--- config.mk ---
export PLATFORM = sky130hd
export DESIGN_NAME = tlbpt_ram
export DESIGN_NICKNAME = d
export VERILOG_FILES = /design/src/hdl/tlb_page_table_translator_core_macros.svh /design/src/hdl/tlbpt_ram.sv
export SDC_FILE = /design/constraint.sdc
export NUM_CORES = 1
export LEC_CHECK = 0
export BUFFER_PORTS_ARGS = -buffer_cell sky130_fd_sc_hd__buf_2
export CAP_MARGIN = 5
export CORE_ASPECT_RATIO = 0.8
export CORE_UTILIZATION = 34
export CTS_CLUSTER_DIAMETER = 80
export DETAILED_ROUTE_END_ITERATION = 7
export GPL_ROUTABILITY_DRIVEN = 0
export HOLD_SLACK_MARGIN = 0.08
export PLACE_DENSITY = 0.6
export SYNTH_ARGS = -nofsm -noshare
export SYNTH_HDL_FRONTEND = slang
export SYNTH_SLANG_ARGS = --single-unit
--- constraint.sdc ---
create_clock -name clk -period 4.15 [get_ports clk]
set_input_delay 0.415 -clock clk [delete_from_list [all_inputs] [get_ports clk]]
set_output_delay 0.415 -clock clk [all_outputs]
set_load 0.03 [all_outputs]
--- src/hdl/tlb_page_table_translator_core_macros.svh ---
// assertion macros for the tlb page table translator
`ifndef TLB_PAGE_TABLE_TRANSLATOR_CORE_MACROS_SVH
`define TLB_PAGE_TABLE_TRANSLATOR_CORE_MACROS_SVH

`ifndef SYNTH

`define TLBPT_ASSERT(lbl, clk, rstn, prop) \
  lbl: assert property (@(posedge clk) disable iff (!rstn) prop) \
    else $error("tlbpt assertion failed");

`define TLBPT_ASSERT_NEVER(lbl, clk, rstn, cond) \
  `TLBPT_ASSERT(lbl, clk, rstn, !(cond))

`else

`define TLBPT_ASSERT(lbl, clk, rstn, prop)

`define TLBPT_ASSERT_NEVER(lbl, clk, rstn, cond)

`endif

`endif

--- src/hdl/tlbpt_ram.sv ---
// generic single write port ram with registered read
module tlbpt_ram #(
  parameter int unsigned WIDTH = 8,
  parameter int unsigned DEPTH = 16
) (
  input  logic                     clk,
  input  logic                     wr_en,
  input  logic [$clog2(DEPTH)-1:0] wr_addr,
  input  logic [WIDTH-1:0]         wr_data,
  input  logic                     rd_en,
  input  logic [$clog2(DEPTH)-1:0] rd_addr,
  output logic [WIDTH-1:0]         rd_data
);

  logic [WIDTH-1:0] mem [DEPTH];
  logic [WIDTH-1:0] rd_data_r;

  always_ff @(posedge clk) begin
    if (wr_en) begin
      mem[wr_addr] <= wr_data;
    end
    if (rd_en) begin
      rd_data_r <= mem[rd_addr];
    end
  end

  assign rd_data = rd_data_r;

endmodule

==> results of run 1 <==
sequential cells by signal (all words and copies together) (netlist names):
name / flops
mem: 128
rd_data: 8
layout by cell type (no fill, tap or decap), drive strengths merged:
cell      netlist  final
mux4           32     32
nand2           9      9
or3b            1      1
nand2b          2      2
nand3           1      1
nor2b           1      1
and2            1      1
nand3b          2      2
clkinv          0      6
buf             7     30
a22oi          16     16
nor2           13     13
and2b           1      1
clkbuf          0     18
clkinvlp        0      2
bufinv          0      6
nor3            4      4
edfxtp        136    136
layout make-up:
type,instances,area (sq um),area share
tap,189,236,0.0382
clock buffer,18,429,0.0693
sequential,136,4080,0.659
multi-input combinational,83,1060,0.171
timing repair buffer,30,160,0.0258
clock inverter,14,229,0.0370
how the worst max path moves through the flow:
stage | from | to | slack (ns) | cells past startpoint
after global placement | rd_addr[0] | rd_data[0] | 1.53 | 4
final | rd_addr[0] | rd_data[3] | 2.02 | 4
after detailed placement | rd_addr[0] | rd_data[3] | 1.51 | 4
after CTS | rd_addr[0] | rd_data[3] | 1.95 | 4
after floorplan | wr_addr[2] | mem[0][0] | 2.24 | 2
after global routing | rd_addr[0] | rd_data[3] | 1.90 | 4
per-layer routing:
metal,track usage,part of all wire,wire [um],vias to the layer above
li1,-,-,-,1065
met5,0,0,0,-
met2,0.211,0.47,4800,57
met4,0.0522,0.014,141,0
met1,0.197,0.48,4870,1237
met3,0.0398,0.042,435,13
critical path: cells and delay by family:
kind | cells | cell delay, ns
buf+inv | 1 | 0.79
simple gates | 1 | 0.09
compound gates | 1 | 0.29
mux | 1 | 0.66
synth_stat cells:
cell | count | share of area
buf_2 | 3 | 0.0029
clkdlybuf4s25_2 | 3 | 0.0057
and2b_1 | 1 | 0.0014
nand3b_1 | 2 | 0.0029
nand2b_1 | 2 | 0.0024
or3b_2 | 1 | 0.0017
nor3_1 | 4 | 0.0038
mux4_2 | 18 | 0.078
and2_1 | 1 | 0.0012
mux4_1 | 14 | 0.070
nor2_1 | 13 | 0.0093
buf_6 | 3 | 0.0065
nand3_1 | 1 | 0.00096
nand2_1 | 9 | 0.0065
buf_4 | 1 | 0.0014
nor2b_1 | 1 | 0.0012
a22oi_1 | 16 | 0.023
edfxtp_1 | 136 | 0.78
power by group through the flow:
stage                     clock network, uW  logic (uW)  registers [uW]
final                                  1660         152            1560
after global routing                   1750         164            1560
after CTS                              1690         155            1560
after detailed placement                  0         155            1580
after global placement                    0         152            1580
after floorplan                           0        78.1            1600
per-stage QoR:
step | instances | hold slack [ns]
after floorplan | 229 | 0.514
after global placement | 438 | 0.745
after detailed placement | 438 | 0.764
after CTS | 470 | 0.346
after global routing | 470 | 0.352
final | 470 | 0.350
kinds of logic after synthesis:
logic type,count (synthesis),synth area share
flops,136,0.781
simple gates,35,0.0314
mux,32,0.148
compound gates,16,0.0230
buf+inv,10,0.0165
==> metrics, run 1 <==
status=complete, no violations; final hold violation count=0; Util after Layout=0.413; switching power=647 uW; highest clock rate=470 MHz; Wirelength per Cell=21.8 um; overall die height=113 um; # diodes=0; reg-to-reg endpoint=rd_data[3]; Hold Crit Start=rd_en; Comb power frac=0.045; Layout Nets=287; first-pass GRT wire length=15.3 mm; crit path setup slack, layout=2.02 ns; slowest CP cell=buf_2; ANT nets after route=0; worst path cell trace=buf_2 -> mux4_1 -> a22oi_1 -> nand2_1; min Tclk post-route=2.13 ns; Reg-to-Reg Start=mem[10][3]; Final Setup Violations=0; crit path DAT=2.28 ns; number of vias per cell=5.05; Root Driver=clkbuf_16; initial antenna violation count=0; Pwr Total=3370 uW; register share of total power=0.462; CP Launch Type=input pin; Tightest Pin Transition=1.09 ns; GR Overflow Total=0; syn_area_per_cell=22.8 sq um; Clk Latency, worst-skew pair=0.41 ns; syn_nets=248; H-tree levels=4; Internal=2720 uW; normalized max-slew margin=0.275; row count=40; Hold Crit Class=in2reg; clock transition at the registers of the reported paths=0.06 ns; Seq/Total Area, Yosys=0.781; dpl ws=1.51 ns; Max-Cap Viols=0; worst hold path stage count=1; Detail Placement HPWL=6.27 mm; starting density of the core=0.348; reg-to-reg slack, setup=2.65 ns; Tcrit/Tclk final=0.513; Clock Tree Buf Depth=2; Cell Area, Synth=5230 sq um; Yosys cell types=18; die area=15900 sq um; Static Leak=0.00204 uW; DR vias=2372; required time worst endpoint=4.30 ns; reg2reg path depth=3; Finished Cell Area=6200 sq um; kind of critical path=in2reg; pwr dens=544 nW/um^2; Post-Syn Instances=229; clk sink count=136; skew final=0.00353 ns; Sw Share=0.192; # DRC=0; placed inst area=5540 sq um; Post-CTS Hold Buffers=0; Port Buffers=26; Slew Limit Fails=0; synthesis-to-finish area growth=18.5%; Clock Power Share=0.493; Num CTS Buffers=17; RSZ-0062 raised after global routing=false; Synth Warn #=0; crit-path max cell delay=0.79 ns; largest net degree at the start of global routing=33; Critical Path Sink Type=flip-flop; Routed WL=10.2 mm; first-pass detailed-route iteration total=4; die width=141 um; postcts setup bufs=0; synthesized flop and latch total=136; Overall Global Routing Usage=0.141; hold endpoint=rd_data[2]; post-cts repair resize count=0; vias in the first global route=2439; Fill cells=1302; CTS tree=done; Detailed Route Iter0 Violations=202; core area=15000 sq um; layout cells sized above 1=0.274; peak fanout along the critical path=32; setup_tns=0 ns; Ports=27; Max VDD drop=0.263 mV
Note: power is estimated with default switching activity, not from simulation.
==> run 2, diff against run 1 <==
--- a/config.mk
+++ b/config.mk
@@ -13,7 +13,7 @@
 export DETAILED_ROUTE_END_ITERATION = 7
 export GPL_ROUTABILITY_DRIVEN = 0
 export HOLD_SLACK_MARGIN = 0.08
-export PLACE_DENSITY = 0.6
+export PLACE_DENSITY = 0.62
 export SYNTH_ARGS = -nofsm -noshare
 export SYNTH_HDL_FRONTEND = slang
 export SYNTH_SLANG_ARGS = --single-unit
==> constraint.sdc (replaced) <==
create_clock -name clk -period 1.8 [get_ports clk]
set_input_delay 0.18 -clock clk [delete_from_list [all_inputs] [get_ports clk]]
set_output_delay 0.18 -clock clk [all_outputs]
set_load 0.03 [all_outputs]
==> metrics, run 2 (same netlist as run 1, synthesis figures left out) <==
status=complete, no violations; initial antenna violation count=0; Sw Share=0.209; clk sink count=136; number of vias per cell=5.06; # DRC=0; first-pass detailed-route iteration total=4; max reg flops=128; kind of critical path=reg2reg; largest net degree at the start of global routing=18; min Tclk post-route=1.44 ns; die width=141 um; CTS tree=done; die area=15900 sq um; ANT nets after route=0; Ports=27; post-cts repair resize count=0; # diodes=0; Register Area=4080 sq um; crit path DAT=1.60 ns; Top reg by flops=mem; overall die height=113 um; Hold Crit Class=in2reg; layout cells sized above 1=0.334; DR vias=2485; skew final=0.0111 ns; placed insts=459; final hold violation count=0; Tightest Pin Transition=0.368 ns; Final Setup Violations=0; Post-CTS Hold Buffers=0; Max VDD drop=0.642 mV; Slew Limit Fails=0; non-filler cells, final=491; starting density of the core=0.348; Critical Path Sink Type=flip-flop; Fill cells=1304; clock transition at the registers of the reported paths=0.06 ns; Num CTS Buffers=17; Detailed Route Iter0 Violations=265; Max-Cap Viols=0; pwr dens=1150 nW/um^2; Port Buffers=26; switching power=1520 uW; setup_tns=0 ns; row count=40; commonest non-fill, non-tap cells in the layout=edfxtp_1, buf_2, buf_4; vias in the first global route=2554; Layout Nets=308; Root Driver=clkbuf_16; peak fanout along the critical path=1; first-pass GRT wire length=15.6 mm; GRT busiest layer=met1; CP Launch Type=flip-flop; Clock Power Share=0.457; core area=15000 sq um; Detail Placement HPWL=6.86 mm; commonest non-fill, non-tap cell in the layout=edfxtp_1; postcts setup bufs=0; met3 GRT Util=0.0415; GR met2 Demand/Resource=0.197; Tcrit/Tclk final=0.799; met1 Use GR=0.203; GR Overflow Total=0; Clk Latency, worst-skew pair=0.41 ns; Internal=5760 uW; required time worst endpoint=1.96 ns; Multi-input gate area=1060 sq um; register share of total power=0.493; H-tree levels=4; Comb power frac=0.050; Clock Tree Buf Depth=2; normalized max-slew margin=0.754; Wirelength per Cell=20.6 um; RSZ-0062 raised after global routing=false; dpl ws=0.0798 ns; Overall Global Routing Usage=0.139; synthesis-to-finish area growth=20.7%; Routed WL=10.1 mm; crit path setup slack, layout=0.361 ns; highest clock rate=695 MHz; Static Leak=0.00213 uW
-- run 2: path summary, 6_finish.rpt --
kind / slack, ns / from / cells past startpoint / endpoint
min reg2reg: 0.76 / mem[12][1] / 3 / rd_data[1]
max reg2reg: 0.36 / mem[1][1] / 3 / rd_data[1]
min: 0.13 / rd_en / 1 / rd_data[7]
max: 0.36 / mem[1][1] / 3 / rd_data[1]
-- run 2: routing by layer --
metal  vias up  part of all wire
met1      1299              0.48
met5         -                 0
met4         0             0.010
met3        10             0.067
li1       1105                 -
met2        71              0.44
-- run 2: through the flow --
step / utilization / hold WS, ns / total power [uW] / instance area [sq um]
6_report: 0.420 / 0.131 / 7280 / 6310
5_1_grt: 0.420 / 0.119 / 7510 / 6310
4_1_cts: 0.420 / 0.113 / 7360 / 6310
3_5_place_dp: 0.382 / 0.551 / 4030 / 5730
3_3_place_gp: 0.382 / 0.549 / 4020 / 5730
2_1_floorplan: - / 0.279 / 3860 / 5230
-- run 2: area by class of cell --
type / count / area share
multi-input combinational: 83 / 0.168
sequential: 136 / 0.647
tap: 189 / 0.0375
clock inverter: 14 / 0.0236
timing repair buffer: 51 / 0.0563
clock buffer: 18 / 0.0680
-- run 2: power groups by stage --
stage	logic [uW]	registers [uW]	clock network (uW)
after floorplan	180	3680	0
final	366	3590	3330
after CTS	374	3590	3400
after global placement	365	3650	0
after detailed placement	373	3660	0
after global routing	396	3590	3530
-- run 2: worst max-delay path, cell delays in order, from the launching register on --
cell and delay [ns]:
edfxtp_1 0.37, mux4_1 0.51, a22oi_1 0.24, nand2_1 0.08
