### src/hdl/tlb_page_table_translator_core_macros.svh
// assertion macros for the tlb page table translator
`ifndef TLB_PAGE_TABLE_TRANSLATOR_CORE_MACROS_SVH
`define TLB_PAGE_TABLE_TRANSLATOR_CORE_MACROS_SVH

`ifndef SYNTH

`define TLBPT_ASSERT(lbl, clk, rstn, prop) \
  lbl: assert property (@(posedge clk) disable iff (!rstn) prop) \
    else $error("tlbpt assertion failed");

`define TLBPT_ASSERT_NEVER(lbl, clk, rstn, cond) \
  `TLBPT_ASSERT(lbl, clk, rstn, !(cond))

`else

`define TLBPT_ASSERT(lbl, clk, rstn, prop)

`define TLBPT_ASSERT_NEVER(lbl, clk, rstn, cond)

`endif

`endif

### src/hdl/tlbpt_pkg.sv
// shared constants for the tlb page table translator
package tlbpt_pkg;

  localparam int unsigned TLB_ENTRIES_DEF  = 16;
  localparam int unsigned PAGE_BITS_DEF    = 10;
  localparam int unsigned OFFSET_WIDTH_DEF = 10;

endpackage

### src/hdl/tlbpt_tlb.sv
// fully associative tlb with fifo replacement
`include "tlb_page_table_translator_core_macros.svh"

module tlbpt_tlb #(
  parameter int unsigned TLB_ENTRIES = tlbpt_pkg::TLB_ENTRIES_DEF,
  parameter int unsigned PAGE_BITS   = tlbpt_pkg::PAGE_BITS_DEF
) (
  input  logic                 clk,
  input  logic                 rst_n,
  input  logic [PAGE_BITS-1:0] lookup_page,
  output logic                 hit,
  output logic [PAGE_BITS-1:0] hit_frame,
  input  logic                 upd_en,
  input  logic [PAGE_BITS-1:0] upd_page,
  input  logic [PAGE_BITS-1:0] upd_frame
);

  localparam int unsigned PTR_W = $clog2(TLB_ENTRIES);

  logic [TLB_ENTRIES-1:0] tlb_valid_r;
  logic [PAGE_BITS-1:0]   tlb_page_r  [TLB_ENTRIES];
  logic [PAGE_BITS-1:0]   tlb_frame_r [TLB_ENTRIES];
  logic [PTR_W-1:0]       ptr_r;
  logic [PTR_W-1:0]       ptr_nxt;
  logic [TLB_ENTRIES-1:0] match;
  logic [TLB_ENTRIES-1:0] first;

  // parallel compare, lowest index wins
  always_comb begin
    for (int i = 0; i < TLB_ENTRIES; i++) begin
      match[i] = tlb_valid_r[i] && (tlb_page_r[i] == lookup_page);
    end
  end

  assign first = match & (~match + TLB_ENTRIES'(1));
  assign hit   = |match;

  always_comb begin
    hit_frame = '0;
    for (int i = 0; i < TLB_ENTRIES; i++) begin
      hit_frame = hit_frame | ({PAGE_BITS{first[i]}} & tlb_frame_r[i]);
    end
  end

  always_comb begin
    if (ptr_r == PTR_W'(TLB_ENTRIES - 1)) begin
      ptr_nxt = '0;
    end else begin
      ptr_nxt = ptr_r + PTR_W'(1);
    end
  end

  always_ff @(posedge clk) begin
    if (!rst_n) begin
      tlb_valid_r <= '0;
      ptr_r       <= '0;
    end else if (upd_en) begin
      tlb_valid_r[ptr_r] <= 1'b1;
      ptr_r              <= ptr_nxt;
    end
  end

  always_ff @(posedge clk) begin
    if (upd_en) begin
      tlb_page_r[ptr_r]  <= upd_page;
      tlb_frame_r[ptr_r] <= upd_frame;
    end
  end

  `TLBPT_ASSERT(a_match_onehot0, clk, rst_n, $onehot0(match))
  `TLBPT_ASSERT_NEVER(a_ptr_range, clk, rst_n, ptr_r > PTR_W'(TLB_ENTRIES - 1))
  `TLBPT_ASSERT(a_upd_sets_valid, clk, rst_n, upd_en |=> tlb_valid_r[$past(ptr_r)])

endmodule

### config.mk
export PLATFORM = sky130hd
export DESIGN_NAME = tlbpt_tlb
export DESIGN_NICKNAME = d
export VERILOG_FILES = /design/src/hdl/tlbpt_pkg.sv /design/src/hdl/tlbpt_tlb.sv
export VERILOG_INCLUDE_DIRS = /design/src /design/src/hdl
export SDC_FILE = /design/constraint.sdc
export NUM_CORES = 1
export LEC_CHECK = 0
export BUFFER_PORTS_ARGS = -buffer_cell sky130_fd_sc_hd__buf_2
export CORE_MARGIN = 3
export CORE_UTILIZATION = 40
export DETAILED_ROUTE_END_ITERATION = 10
export SYNTH_ARGS = -nofsm -noshare
export SYNTH_HDL_FRONTEND = slang
export SYNTH_SLANG_ARGS = --single-unit
### constraint.sdc
create_clock -name clk -period 6.95 [get_ports clk]
set_input_delay 0.695 -clock clk [delete_from_list [all_inputs] [get_ports clk]]
set_output_delay 0.695 -clock clk [all_outputs]
set_load 0.01 [all_outputs]
==> results of run 1 <==
## synthesized netlist by cell type, types with 2 or more instances
| master | number |
|---|---|
| a211oi_1 | 10 |
| a21o_1 | 11 |
| a21oi_1 | 39 |
| a221oi_1 | 9 |
| a22oi_1 | 9 |
| a41oi_1 | 9 |
| and2_1 | 16 |
| and3_1 | 4 |
| and4_1 | 6 |
| and4b_1 | 4 |
| buf_2 | 4 |
| buf_4 | 8 |
| buf_6 | 11 |
| clkbuf_1 | 21 |
| dfxtp_1 | 20 |
| edfxtp_1 | 320 |
| ha_1 | 4 |
| inv_1 | 13 |
| mux2i_1 | 2 |
| nand2_1 | 55 |
| nand3_1 | 49 |
| nand3b_1 | 2 |
| nand4_1 | 30 |
| nand4b_1 | 6 |
| nor2_1 | 20 |
| nor3_1 | 17 |
| nor3b_1 | 2 |
| o21a_1 | 25 |
| o21ai_0 | 14 |
| o21ai_1 | 3 |
| o22ai_1 | 5 |
| or3_1 | 5 |
| or3b_1 | 2 |
| xnor2_1 | 144 |
| xor2_1 | 17 |
## final cells by class
cell class,count,share of cell area [%]
clock inverters,7,0.1833
multi-input cells,534,23.62
inverters,13,0.3108
clock buffers,56,6.607
well taps,455,3.626
flip-flops and latches,340,63.76
repair buffers,54,1.897
## critical path: stages
cell and delay (ns):
buf_2 0.50, xor2_1 0.13, nor3_1 0.87, nand3_1 0.78, nand3_1 0.28, a31oi_1 0.10
o21ai_0 0.28, or3b_1 0.45, buf_2 0.17
## sequential cells by signal, summed over array words and instances (netlist names)
signal,cells
tlb_page_r,160
tlb_valid_r,16
tlb_frame_r,160
ptr_r,4
## per-layer routing
layer	track usage (%)	vias to the layer above	share of wire (%)
met2	28.84	252	48
met1	25.41	3961	45
li1	-	3600	-
met4	3.965	0	1.9
met5	0	-	0
met3	2.874	42	5.4
## where the power goes
part | switching (mW) | internal [mW]
clock | 0.735 | 1.02
sequential | 0.00724 | 2.26
combinational | 0.113 | 0.0480
total | 0.856 | 3.33
## kinds of logic (layout without fill, tap and decap cells)
group	count (synthesis)	after routing	synth area share, %
buffers and inverters	60	130	2.633
AOI/OAI and AO/OA	139	139	6.557
and+or+nand+nor	228	228	9.110
muxes	2	2	0.1424
DFF	340	340	71.17
xor gates and xnor gates	161	161	10.03
adders and majority gates	4	4	0.3559
## worst paths after layout
path | slack [ns] | start | end | cells past startpoint
setup reg to reg | 4.76 | ptr_r[2] | tlb_page_r[6][1] | 3
hold / removal | 0.46 | tlb_valid_r[7] | tlb_valid_r[7] | 1
setup / recovery | 1.99 | lookup_page[7] | hit_frame[8] | 9
hold reg to reg | 0.46 | tlb_valid_r[7] | tlb_valid_r[7] | 1
==> results.sh, run 1 <==
export IMPL_gp_congestion=0.8011
export IMPL_dp_cells=1396
export IMPL_die_y_um=193.5
export IMPL_synth_flop_cell="edfxtp_1"
export IMPL_numCtsBuffers=35
export IMPL_vias_per_cell=5.384
export IMPL_wirelength_um=33680
export IMPL_hold_viol=0
export IMPL_final_cell_area_sq_mm=0.01570
export IMPL_ant_nets=0
export IMPL_rows=68
export IMPL_syn_cell_area_sq_mm=0.01406
export IMPL_antennaDiodeCount=0
export IMPL_yosys_warnings=0
export IMPL_place_hpwl_um=20440
export IMPL_antenna_found_initial=0
export IMPL_grtUsageTotal_pct=17.76
export IMPL_end_kind="output port"
export IMPL_fp_dieW_um=193.5
export IMPL_start_util_pct=40.61
export IMPL_netlist_area_leader_share_pct=68.33
export IMPL_path_class="in2out"
export IMPL_fin_hold_ws_ns=0.4612
export IMPL_drive_gt1_share_pct=10.96
export IMPL_synth_top_area_cell="edfxtp_1"
export IMPL_utilization_pct=45.34
export IMPL_core_area_sq_mm=0.03463
export IMPL_gr_total_overflow=0
export IMPL_fin_nets=1015
export IMPL_die_area_sq_mm=0.03744
export IMPL_seqCellArea_sq_mm=0.01001
export IMPL_grt_pass1_vias=7826
export IMPL_critical_path_arrival_ns=4.26
export IMPL_synth_edff_count=320
export IMPL_cts_root_buf="clkbuf_16"
export IMPL_path_max_fanout=16
export IMPL_synth_cell_types=53
export IMPL_place_ws_ns=1.957
export IMPL_syn2layout_area_growth_pct=11.64
export IMPL_drcViolationCount=0
export IMPL_layout_commonest_cell="edfxtp_1"
export IMPL_ys_seq_area_share_pct=71.17
export IMPL_layout_common_cells="320 x edfxtp_1, 144 x xnor2_1, 55 x nand2_1"
export IMPL_cts_resized=0
export IMPL_setup_tns_ns=0
export IMPL_vdd_drop_max_mv=0.1930
export IMPL_maxCapViolCount=0
export IMPL_setup_viol=0
export IMPL_startpoint_type="primary input"
export IMPL_synth_seq_cells=340
export IMPL_dr_pass1_iters=5
export IMPL_boundaryPins=44
export IMPL_fin_cells=1459
export IMPL_grt_max_degree=23
export IMPL_relSlewSlack_pct=18.41
export IMPL_leakagePower_nw=4.954
export IMPL_clk_pin_slew_worst_paths_ns=0.06
export IMPL_hold_class="reg2reg"
export IMPL_vias=7855
export IMPL_power_density_mw_per_mm2=266.6
export IMPL_synth_fp_nets=971
export IMPL_syn_inst=934
export IMPL_io_buffer_count=43
export IMPL_worst_pin_slew_ns=1.224
export IMPL_outcome="completed"
export IMPL_cts_setup_buffers=0
export IMPL_synth_area_leaders="edfxtp_1 68%, xnor2_1 9.0%, dfxtp_1 2.8%, nand3_1 1.7%, nand2_1 1.5%"
export IMPL_drt_iter0_markers=702
export IMPL_wire_per_inst_um=23.08
export IMPL_dpl_instance_area_sq_mm=0.01463
export IMPL_cts_hold_fix_buffers=0
export IMPL_rsz0062_at_grt="no"
export IMPL_worst_slack_ns=1.991
export IMPL_multi_input_area_sq_mm=0.003709
export IMPL_async_flop_share_pct=0
export IMPL_clockBufferDepth=3
export IMPL_cp_required_ns=6.25
export IMPL_clock_sinks=340
export IMPL_synth_area_per_cell_sq_um=15.06
export IMPL_fin_skew_ns=0.01204
export IMPL_clk_latency_ns=0.50
export IMPL_fmax_mhz=201.7
export IMPL_finalMaxSlewViolations=0
export IMPL_fillerInstances=3012
export IMPL_period_share_pct=71.35
export IMPL_power_mw=4.185
export IMPL_grt_pass1_wl_um=50870
export IMPL_cts_tree="done"
export IMPL_h_tree_depth=2
export IMPL_period_minus_slack_ns=4.959
No activity file was read; power rests on OpenSTA's default activity.
==> run 2: changes to the inputs <==
ABC_AREA = 1   (was default)
clock period = 4.1 ns   (was 6.95 ns; I/O delays follow)
==> results.sh, run 2 <==
export IMPL_die_area_sq_mm=0.04319
export IMPL_cts_tree="done"
export IMPL_synth_edff_count=320
export IMPL_antenna_found_initial=1
export IMPL_combPwrFrac_pct=5.9
export IMPL_leakagePower_nw=7.991
export IMPL_synth_cell_types=46
export IMPL_vias=12130
export IMPL_grt_pass1_wl_um=69900
export IMPL_dp_cells=2335
export IMPL_ys_seq_area_share_pct=61.44
export IMPL_path_max_fanout=12
export IMPL_worst_pin_slew_ns=1.235
export IMPL_startpoint_type="flip-flop"
export IMPL_fin_hold_ws_ns=0.1412
export IMPL_yosys_warnings=0
export IMPL_cts_setup_buffers=0
export IMPL_critical_path_arrival_ns=3.29
export IMPL_synth_fp_nets=1789
export IMPL_maxCapViolCount=0
export IMPL_clkPwrFrac_pct=43.8
export IMPL_grt_pass1_vias=11800
export IMPL_setup_viol=0
export IMPL_vias_per_cell=5.049
export IMPL_grt_max_degree=23
export IMPL_rows=73
export IMPL_outcome="completed"
export IMPL_gp_congestion=0.8958
export IMPL_min_delay_start="rst_n"
export IMPL_netlist_area_leader_share_pct=58.99
export IMPL_start_util_pct=40.72
export IMPL_cp_required_ns=3.69
export IMPL_relSlewSlack_pct=17.58
export IMPL_place_ws_ns=0.2687
export IMPL_rsz0062_at_grt="no"
export IMPL_hold_viol=0
export IMPL_drt_iter0_markers=1175
export IMPL_dr_pass1_iters=6
export IMPL_clock_sinks=340
export IMPL_layout_commonest_cell="nand2_1"
export IMPL_fin_nets=1887
export IMPL_end_kind="output port"
export IMPL_drive_gt1_share_pct=10.70
export IMPL_critPathLaunch="tlb_page_r[4][1]"
export IMPL_hold_class="in2reg"
export IMPL_async_flop_share_pct=0
export IMPL_fin_cells=2403
export IMPL_fp_dieW_um=207.8
export IMPL_synth_seq_cells=340
export IMPL_wire_per_inst_um=19.26
export IMPL_synth_most_common_cell="nand2_1"
export IMPL_core_area_sq_mm=0.04001
export IMPL_h_tree_depth=2
export IMPL_synth_flop_cell="edfxtp_1"
export IMPL_p_sw_mw=1.739
export IMPL_layout_common_cells="486 x nand2_1, 320 x edfxtp_1, 273 x nor2_1"
export IMPL_synth_area_leaders="edfxtp_1 59%, nand2_1 11%, nor2_1 6.7%, nand3_1 5.8%, inv_1 5.0%"
export IMPL_numCtsBuffers=38
export IMPL_grtUsageTotal_pct=21.06
export IMPL_die_y_um=207.8
export IMPL_fmax_mhz=270.2
export IMPL_wirelength_um=46270
export IMPL_power_density_mw_per_mm2=411.7
export IMPL_worst_slack_ns=0.3985
export IMPL_path_class="reg2out"
export IMPL_clk_pin_slew_worst_paths_ns=0.06
export IMPL_synth_top_area_cell="edfxtp_1"
export IMPL_fin_skew_ns=0.02498
export IMPL_switching_share_pct=22.73
export IMPL_finalMaxSlewViolations=0
export IMPL_period_share_pct=90.28
export IMPL_setup_tns_ns=0
export IMPL_ff2ff_setup_slack_ns=1.92
export IMPL_antennaDiodeCount=0
export IMPL_boundaryPins=44
export IMPL_drcViolationCount=0
export IMPL_clockBufferDepth=3
export IMPL_p_int_mw=5.913
export IMPL_ant_nets=0
export IMPL_power_frac_seq_pct=50.4
export IMPL_io_buffer_count=43
export IMPL_synthTopCellsByCount="486 x nand2_1, 320 x edfxtp_1, 290 x nor2_1"
export IMPL_clk_latency_ns=0.53
export IMPL_syn2layout_area_growth_pct=14.10
export IMPL_reg2reg_from="ptr_r[0]"
export IMPL_syn_inst=1752
export IMPL_synth_area_per_cell_sq_um=9.298
export IMPL_period_minus_slack_ns=3.702
export IMPL_vdd_drop_max_mv=0.2757
export IMPL_top_regs="tlb_frame_r x160, tlb_page_r x160, tlb_valid_r x16"
export IMPL_syn_cell_area_sq_mm=0.01629
export IMPL_cts_root_buf="clkbuf_16"
export IMPL_gr_total_overflow=0
export IMPL_place_hpwl_um=29920
## run 2: metrics by stage
step	cell area [sq um]	total power, mW	utilization (%)
final	18590	7.652	46.46
after global routing	18590	7.877	46.46
after CTS	18590	7.696	46.46
after detailed placement	17370	4.371	43.41
after global placement	17370	4.367	43.41
after floorplan	16290	4.166	-
## run 2: timing repair
item	in CTS	in global routing
endpoints found under the setup margin	0	4
hold buffers	0	0
resized for setup	0	1
## run 2: kinds of logic after synthesis
family                     synth area share [%]
and+or+nand+nor                           26.78
DFF                                       61.44
buffers and inverters                     7.028
xor gates and xnor gates                  2.796
AOI/OAI and AO/OA                         1.582
adders and majority gates                0.3072
muxes                                   0.06145
## run 2: final cells by class
| type | count | area, sq um |
|---|---|---|
| flip-flops and latches | 340 | 10010 |
| repair buffers | 98 | 653.1 |
| clock buffers | 46 | 1011 |
| fillers | 3756 | 21420 |
| inverters | 231 | 872.1 |
| clock inverters | 22 | 206.4 |
| multi-input cells | 1141 | 5179 |
| well taps | 525 | 656.9 |
## run 2: power groups by stage
| stage | Clock [mW] | Sequential, mW | Combinational [mW] |
|---|---|---|---|
| after floorplan | 0 | 3.93 | 0.240 |
| after global placement | 0 | 3.93 | 0.439 |
| after detailed placement | 0 | 3.93 | 0.443 |
| after CTS | 3.40 | 3.85 | 0.445 |
| after global routing | 3.53 | 3.86 | 0.493 |
| final | 3.35 | 3.86 | 0.448 |
## run 2: path summary, 6_finish.rpt
| kind | end | depth (start not counted) |
|---|---|---|
| setup / recovery | hit_frame[6] | 16 |
| hold / removal | ptr_r[2] | 3 |
| setup reg to reg | tlb_page_r[6][4] | 4 |
| hold reg to reg | tlb_valid_r[12] | 2 |
## run 2: layer usage
| metal | wire (um) | track usage [%] |
|---|---|---|
| met5 | 0 | 0 |
| met4 | 1214 | 6.278 |
| met3 | 3136 | 2.917 |
| met2 | 21280 | 34.00 |
| met1 | 20640 | 29.80 |
## run 2: critical path, cell delays in order, from the launching register on
cell and delay (ns):
edfxtp_1 0.41, inv_1 0.07, nand2_1 0.06, and2_1 0.18, nand3_1 0.07, inv_1 0.04, nand3_1 0.19, nand2_1 0.12
nor2_1 0.17, nand2_1 0.07, nor2_1 0.56, buf_4 0.32, nand3_1 0.08, nand2_1 0.07, nor2_1 0.06, nand3_1 0.13
buf_2 0.15
==> run 3: changes to the inputs <==
CORE_UTILIZATION = 42   (was 40)
PLACE_DENSITY = 0.67   (was default)
==> results.sh, run 3 (synthesized netlist as in run 2, its figures left out) <==
export IMPL_outcome="completed"
export IMPL_cp_top_family="simple AND/OR/NAND/NOR gates"
export IMPL_grt_pass1_wl_um=68380
export IMPL_wirelength_um=45100
export IMPL_cts_hold_fix_buffers=0
export IMPL_crit_top_cell="nor2_1"
export IMPL_relSlewSlack_pct=13.47
export IMPL_clockBufferDepth=3
export IMPL_core_area_sq_mm=0.03793
export IMPL_gp_congestion=0.9285
export IMPL_power_density_mw_per_mm2=404.2
export IMPL_cp_cell_sequence="xnor2_1 > nand2_1 > nor2_1 > buf_4 > nand3_1 > buf_4 > nand3_1 > nor2_1 > nor2_1 > nand2_1 > nor2_1 > nand2_1 > nor2_1 > nand3_1 > buf_2"
export IMPL_fin_skew_ns=0.01970
export IMPL_setup_tns_ns=0
export IMPL_worst_pin_slew_ns=1.297
export IMPL_cp_slowest_stage_delay_ns=0.43
export IMPL_numCtsBuffers=35
export IMPL_setup_viol=0
export IMPL_worst_slack_ns=0.3802
export IMPL_ff2ff_path_depth=4
export IMPL_io_buffer_count=43
export IMPL_fin_nets=1862
export IMPL_grt_use_met1_pct=30.15
export IMPL_clock_sinks=340
export IMPL_grt_busiest_layer="met2"
export IMPL_drive_gt1_share_pct=9.346
export IMPL_rows=71
export IMPL_period_minus_slack_ns=3.720
export IMPL_critPathLaunch="tlb_page_r[0][5]"
export IMPL_path_max_fanout=11
export IMPL_place_ws_ns=0.4013
export IMPL_cts_tree="done"
export IMPL_utilization_pct=48.17
export IMPL_clk_pin_slew_worst_paths_ns=0.06
export IMPL_fillerInstances=3433
export IMPL_slowest_stage="edfxtp_1"
export IMPL_gr_total_overflow=0
export IMPL_startpoint_type="flip-flop"
export IMPL_drt_iter0_markers=1328
export IMPL_period_share_pct=90.73
export IMPL_leakagePower_nw=7.837
export IMPL_use_met2_pct=35.30
export IMPL_syn2layout_area_growth_pct=12.17
export IMPL_layout_commonest_cell="nand2_1"
export IMPL_cp_required_ns=3.69
export IMPL_worst_path_buf_inv=3
export IMPL_place_hpwl_um=29450
export IMPL_h_tree_depth=2
export IMPL_rsz0062_at_grt="no"
export IMPL_cts_root_buf="clkbuf_16"
export IMPL_fp_dieW_um=202.9
export IMPL_cp_endpoint="hit_frame[1]"
export IMPL_layout_common_cells="486 x nand2_1, 320 x edfxtp_1, 274 x nor2_1"
export IMPL_grtUsageTotal_pct=21.90
export IMPL_clk_latency_ns=0.53
export IMPL_fmax_mhz=268.8
export IMPL_hold_class="in2reg"
export IMPL_die_area_sq_mm=0.04119
export IMPL_vias_per_cell=5.193
export IMPL_critical_path_arrival_ns=3.31
export IMPL_end_kind="output port"
export IMPL_grt_max_degree=23
export IMPL_vias=12280
export IMPL_wire_per_inst_um=19.08
export IMPL_antenna_found_initial=2
export IMPL_grt_pass1_vias=11690
export IMPL_crit_cells=15
export IMPL_rr_endpoint="tlb_page_r[0][4]"
export IMPL_finalMaxSlewViolations=0
export IMPL_hold_viol=0
export IMPL_start_util_pct=42.95
export IMPL_vdd_drop_max_mv=0.2208
export IMPL_grt_use_met3_pct=3.191
export IMPL_maxCapViolCount=0
export IMPL_drcViolationCount=0
export IMPL_dr_pass1_iters=6
export IMPL_cts_setup_buffers=0
export IMPL_ant_nets=0
export IMPL_reg2reg_from="ptr_r[0]"
export IMPL_ff2ff_setup_slack_ns=1.86
export IMPL_top_regs="tlb_frame_r x160, tlb_page_r x160, tlb_valid_r x16"
export IMPL_boundaryPins=44
export IMPL_die_y_um=202.9
export IMPL_path_class="reg2out"
-- run 3: cell types whose count changed in the layout (fill, tap and decap cells not counted), moves of 2 or more --
cell / delta
clkinv_1: -4
clkbuf_8: +3
bufinv_16: -2
clkbuf_1: +4
clkinvlp_4: -4
diode_2: +2
clkinv_2: -2
buf_4: -20
nor2_2: -2
buf_12: -2
clkbuf_16: -3
inv_6: +3
-- run 3: worst reg2reg max path, stage by stage (launching register included) --
cell and delay (ns):
dfxtp_1 0.35, inv_1 0.14, ha_1 0.18, nand2_1 0.16, nor2_2 1.01
-- run 3: per-layer routing --
metal / routed length (um) / share of wire (%) / vias to the layer above
li1: - / - / 5845
met1: 19230 / 43 / 5829
met2: 20890 / 46 / 507
met3: 3385 / 7.5 / 95
met4: 1585 / 3.5 / 0
met5: 0 / 0 / -
-- run 3: per-stage QoR --
stage / total power [mW] / instance area [sq um] / hold WS, ns / cells
floorplan: 4.166 / 16290 / 0.4337 / 1752
global placement: 4.346 / 17160 / 0.4436 / 2299
detailed placement: 4.352 / 17160 / 0.4545 / 2299
CTS: 7.426 / 18260 / 0.1309 / 2362
global route: 7.615 / 18270 / 0.1442 / 2364
finish: 7.386 / 18270 / 0.1531 / 2364
-- run 3: worst min path at each step --
| stage | start | to | slack [ns] | cells past startpoint |
|---|---|---|---|---|
| after CTS | upd_en | ptr_r[0] | 0.13 | 2 |
| after detailed placement | tlb_valid_r[13] | tlb_valid_r[13] | 0.45 | 2 |
| final | upd_en | ptr_r[0] | 0.15 | 2 |
| after floorplan | tlb_valid_r[12] | tlb_valid_r[12] | 0.43 | 2 |
| after global routing | upd_en | ptr_r[0] | 0.14 | 2 |
| after global placement | tlb_valid_r[12] | tlb_valid_r[12] | 0.44 | 2 |
-- run 3: report_power, final --
part | switching, mW | leakage [nW] | internal (mW)
Clock | 1.34 | 0.544 | 1.76
Combinational | 0.320 | 4.24 | 0.108
Sequential | 0.0175 | 3.05 | 3.84
Total | 1.68 | 7.84 | 5.71
-- run 3: cell type report --
type	count	area [sq um]	share of cell area, %
flip-flops and latches	340	10010	54.78
multi-input cells	1141	5181	28.36
clock buffers	50	992.2	5.430
inverters	231	872.1	4.773
well taps	511	639.4	3.499
repair buffers	76	462.9	2.534
clock inverters	13	110.1	0.6026
diodes	2	5.005	0.02739
-- run 3: what timing repair did --
item / in CTS / in global routing
endpoints found under the hold margin: 0 / 0
resized for setup: 0 / 1
endpoints found under the setup margin: 0 / 8
